File: config.mk
export PLATFORM = sky130hd
export DESIGN_NAME = bep_ram
export DESIGN_NICKNAME = d
export VERILOG_FILES = /design/src/rtl/core/beacon_element_parser_assert.svh /design/src/rtl/core/bep_ram.sv
export SDC_FILE = /design/constraint.sdc
export NUM_CORES = 1
export LEC_CHECK = 0
export BUFFER_PORTS_ARGS = -buffer_cell sky130_fd_sc_hd__buf_2
export CAP_MARGIN = 20
export CORE_MARGIN = 10
export CORE_UTILIZATION = 50
export DETAILED_ROUTE_END_ITERATION = 6
export GPL_TIMING_DRIVEN = 0
export PLACE_DENSITY = 0.66
export REMOVE_ABC_BUFFERS = 1
export SLEW_MARGIN = 20
export SYNTH_ARGS = -nofsm -noshare
export SYNTH_HDL_FRONTEND = slang
export SYNTH_SLANG_ARGS = --single-unit
File: constraint.sdc
create_clock -name clk -period 2.5 [get_ports clk]
set_input_delay 0.5 -clock clk [delete_from_list [all_inputs] [get_ports clk]]
set_output_delay 0.5 -clock clk [all_outputs]
set_load 0.05 [all_outputs]
File: src/rtl/core/beacon_element_parser_assert.svh
// ----------------------------------------------------------------------------
// beacon_element_parser_assert.svh
// Assertion macros used by the beacon element parser RTL.
// ----------------------------------------------------------------------------
`ifndef BEACON_ELEMENT_PARSER_ASSERT_SVH
`define BEACON_ELEMENT_PARSER_ASSERT_SVH

// Same-cycle implication, disabled while in reset
`define BEP_ASSERT_IMPLIES(label, clk, rst_n, ante, cons, msg) \
    label: assert property (@(posedge clk) disable iff (!rst_n) (ante) |-> (cons)) \
        else $error(msg);

// Next-cycle implication, disabled while in reset
`define BEP_ASSERT_NEXT(label, clk, rst_n, ante, cons, msg) \
    label: assert property (@(posedge clk) disable iff (!rst_n) (ante) |=> (cons)) \
        else $error(msg);

`endif

File: src/rtl/core/bep_ram.sv
// ----------------------------------------------------------------------------
// bep_ram
// Simple dual-port RAM: one write port, one read port with registered data.
// ----------------------------------------------------------------------------
module bep_ram #(
    parameter int WIDTH = 8,
    parameter int DEPTH = 64,
    localparam int ADDR_W = (DEPTH > 1) ? $clog2(DEPTH) : 1
) (
    input  logic              clk,
    input  logic              we,
    input  logic [ADDR_W-1:0] waddr,
    input  logic [WIDTH-1:0]  wdata,
    input  logic              re,
    input  logic [ADDR_W-1:0] raddr,
    output logic [WIDTH-1:0]  rdata
);

    logic [WIDTH-1:0] mem [DEPTH];
    logic [WIDTH-1:0] rdata_reg;

    // Write port
    always_ff @(posedge clk)
    begin
        if (we)
        begin
            mem[waddr] <= wdata;
        end
    end

    // Read port, data held while re is low
    always_ff @(posedge clk)
    begin
        if (re)
        begin
            rdata_reg <= mem[raddr];
        end
    end

    assign rdata = rdata_reg;

endmodule

# Yosys cells after proc, flatten, opt, wreduce, memory -nomap -nowiden
# Memory sizes are Yosys's and may differ from the RTL's. A register that Yosys moved wholly into a read port is not among the register bits.
# Index checks and enable logic that the tools add are counted.
dict set report classes {
  n_mux 2
}
# op count
set ops {}
lappend ops {{$mux W1} 2}
dict set report word_totals {
  out_inout_bits 8
  inputBits 23
  mem_bits_rw 512
  regBits 0
  mem_count 1
}
# memory words width read_ports rd_ports_with_merged_regs write_ports line
set mem_list {}
lappend mem_list {mem 64 8 1 1 1 bep_ram.sv:19} ;# logic [WIDTH-1:0] mem [DEPTH];

# Logic depth before layout (Yosys ltp)
dict set report logic_depth {
  word_depth 2
  ltp_mapped 9
}

# Worst setup path before layout
# No wires, ideal clock.
dict set report synth_path {
  path_kind {input to register}
  from {input port raddr[1]}
  to {register rdata_reg[3], in the netlist rdata[3] (read register of mem), data pin}
  t_required_ns 2.234
  setup_slack_ns 0.194
  path_stages 7
  arrival_ns 2.040
  setup_ns 0.266
  n_path_buf 3
  path_cell_list {buf_4 buf_2 buf_2 mux4_2 mux4_2 o21ai_1 o41ai_1}
}
# item line
set synth_rtl {}
lappend synth_rtl {{from (decl)} bep_ram.sv:15} ;# input logic [ADDR_W-1:0] raddr,
lappend synth_rtl {{to (decl)} bep_ram.sv:20} ;# logic [WIDTH-1:0] rdata_reg;

==> flow_metrics.env <==
export IMPL_status="finished, final reports clean"
export IMPL_fin_crit_sh_pct=97.3
export IMPL_design_area_sq_mm=0.0226
export IMPL_crit_slowest_cell="mux4_2"
export IMPL_coreArea_sq_mm=0.0399
export IMPL_syn_area_per_cell_sq_um=21.5
export IMPL_clkTransAtPathRegs_ns=0.06
export IMPL_holdPathStages=1
export IMPL_num_antenna_cells=0
export IMPL_crit_required_ns=2.76
export IMPL_cts_hold_buffers_added=0
export IMPL_wl_per_cell_microns=28.3
export IMPL_regToRegSetupSlack_ns=0.28
export IMPL_min_from="re"
export IMPL_slew_headroom_pct=36.1
export IMPL_cts_root_buf="clkbuf_16"
export IMPL_cp_startpoint="raddr[0]"
export IMPL_startpoint_type="input port"
export IMPL_clockBufferDepth=3
export IMPL_io_buffers=30
export IMPL_hold_viol_final=0
export IMPL_antenna_found_initial=0
export IMPL_clock_skew_ns=0.0271
export IMPL_cap_viol_max_count=0
export IMPL_area_delta_synth_final_pct=11.6
export IMPL_h_tree_depth=2
export IMPL_cts_tree="done"
export IMPL_cts_sinks=520
export IMPL_powerDensity_mw_per_mm2=790
export IMPL_dp_hpwl_microns=25300
export IMPL_yosys_top_cells_count="edfxtp_1 (520), mux4_2 (126), nor2_1 (83), mux2i_1 (23), nand2_1 (19)"
export IMPL_yosysSeqAreaShare_pct=77.1
export IMPL_reg2reg_depth=5
export IMPL_routed_via_density=6.12
export IMPL_rsz0062_at_grt="false"
export IMPL_crit_path_max_incr_delay_ns=0.55
export IMPL_synth_area_leaders="edfxtp_1 (77%), mux4_2 (14%), nor2_1 (1.5%)"
export IMPL_synth_ff_type="edfxtp_1"
export IMPL_grt_pass1_wl_microns=64900
export IMPL_hold_class="input port to flop"
export IMPL_fmax_ghz=0.411
export IMPL_drc=0
export IMPL_synth_most_common_cell="edfxtp_1"
export IMPL_p_int_mw=14.2
export IMPL_rows=73
export IMPL_dr_pass1_iters=5
export IMPL_synth_top_area_cell="edfxtp_1"
export IMPL_ioPinCount=31
export IMPL_insertion_delay_ns=0.57
export IMPL_dpl_cell_area_sq_mm=0.0209
export IMPL_dieArea_sq_mm=0.0489
export IMPL_clockPowerShare_pct=40.5
export IMPL_switchingPower_mw=3.68
export IMPL_pwr_share_seq_pct=54.3
export IMPL_largest_reg_flops=512
export IMPL_place_congestion=0.775
export IMPL_synth_seq_cells=520
export IMPL_path_class="input port to flop"
export IMPL_fin_nets=1003
export IMPL_grt_pass1_vias=9687
export IMPL_wl_microns=43700
export IMPL_synth_edf_count=520
export IMPL_finalCriticalPeriod_ns=2.43
export IMPL_ir_worst_vdd_v=0.000451
export IMPL_setup_viol=0
export IMPL_hold_ws_ns=0.365
export IMPL_initial_core_util_pct=50.7
export IMPL_postSynthCellCount=940
export IMPL_whs_endpoint="rdata[6]"
export IMPL_rr_endpoint="rdata[4]"
export IMPL_yosys_warnings=0
export IMPL_worst_slew_pin_transition_ns=0.955
export IMPL_grt_max_degree=67
export IMPL_drive_gt1_share_pct=24.9
export IMPL_overflow=0
export IMPL_die_w_microns=221
export IMPL_cts_made_buffers=51
export IMPL_synth_cell_types=39
export IMPL_synth_area_sq_mm=0.0202
export IMPL_drtIter0Drc=1115
export IMPL_crit_reg2reg_launch="mem[28][4]"
export IMPL_critPathMaxFanout=30
export IMPL_post_cts_setup_buffers=0
export IMPL_synth_top_area_share_pct=77.1
export IMPL_path_cells="buf_8 > buf_16 > mux4_2 > mux2_2 > o221a_2 > nor3_2 > o32ai_1"
export IMPL_sw_frac_of_total_pct=20.6
export IMPL_synthArstFlopShare_pct=0
export IMPL_critical_path_arrival_ns=2.69
export IMPL_vias=9448
export IMPL_cp_end_kind="flop"
export IMPL_dieHeight_microns=221
export IMPL_track_usage_pct=17.6
export IMPL_p_leak_nw=6.97
export IMPL_power_frac_comb_pct=5.3
export IMPL_postRouteAntennaNets=0
export IMPL_drv_slew=0
export IMPL_fin_setup_tns_ns=0
-- area by class of cell --
| class | instances | area [sq um] |
|---|---|---|
| fillers | 2909 | 17300 |
| flip-flops and latches | 520 | 15600 |
| multi-input cells | 369 | 4350 |
| clock buffers | 64 | 1370 |
| well taps | 525 | 657 |
| repair buffers | 38 | 402 |
| clock inverters | 27 | 204 |
-- worst max-delay path by stage --
stage                    end  slack (ns)  cells past startpoint
floorplan           rdata[4]        0.50                      5
global placement    rdata[6]       -3.99                      6
detailed placement  rdata[6]       -0.76                      7
CTS                 rdata[2]        0.04                      7
global route        rdata[4]        0.02                      7
finish              rdata[4]        0.07                      7
-- cell families after synthesis --
kind of cell | Yosys count | synth area share (%)
DFF | 520 | 77.1
muxes | 162 | 15.9
and+or+nand+nor | 153 | 3.37
AOI/OAI and AO/OA | 54 | 2.06
buffers and inverters | 51 | 1.56
-- power groups by stage --
stage	clock, mW	sequential [mW]	combinational (mW)
2_1_floorplan	0	9.91	0.374
3_3_place_gp	0	9.87	0.922
3_5_place_dp	0	9.88	0.927
4_1_cts	7.33	9.69	0.942
5_1_grt	7.69	9.69	1.00
6_report	7.23	9.69	0.942
-- cells in the final DEF, fill, tap and decap left out, types with 3 or more instances in the layout --
cell,n
buf_4,6
a22oi_1,3
clkinv_2,8
buf_2,20
mux2i_1,23
nor3_1,3
nand2b_1,6
buf_6,3
nand3b_1,3
clkbuf_1,11
o221ai_1,8
nor2b_1,14
clkinv_1,13
a21oi_1,3
o2111ai_1,3
nand3_1,13
nor3_2,4
o2bb2ai_1,3
nand2_1,19
bufinv_16,3
a221oi_1,6
clkbuf_16,54
o22ai_1,8
a211oi_1,4
mux2_2,13
nor2_1,83
buf_16,4
edfxtp_1,520
mux4_2,126
-- critical path, delay by kind of cell --
kind / cells / cell delay (ns)
compound gates: 2 / 0.51
mux: 2 / 0.86
buf+inv: 2 / 0.50
simple gates: 1 / 0.28
-- per-layer routing --
metal / vias up / global-route usage, % / wire [microns]
li1: 4011 / - / -
met1: 4976 / 25.0 / 18300
met2: 384 / 27.5 / 21100
met3: 77 / 2.90 / 3030
met4: 0 / 5.57 / 1260
met5: - / 0 / 0
-- metrics by stage --
step	std cells	util [%]	total power, mW	setup WS (ns)
global route	1543	56.6	18.4	0.0185
finish	1543	56.6	17.9	0.0675
CTS	1542	56.5	18.0	0.0446
floorplan	889	-	10.3	0.499
global placement	1444	52.0	10.8	-3.99
detailed placement	1450	52.4	10.8	-0.761
-- what timing repair did --
| action | in CTS | in global routing |
|---|---|---|
| resized for setup | 7 | 0 |
| gates cloned | 1 | 1 |
| endpoints found under the setup margin | 2 | 3 |
| hold endpoints to repair | 0 | 0 |
Power figures use the tool's default switching activity.
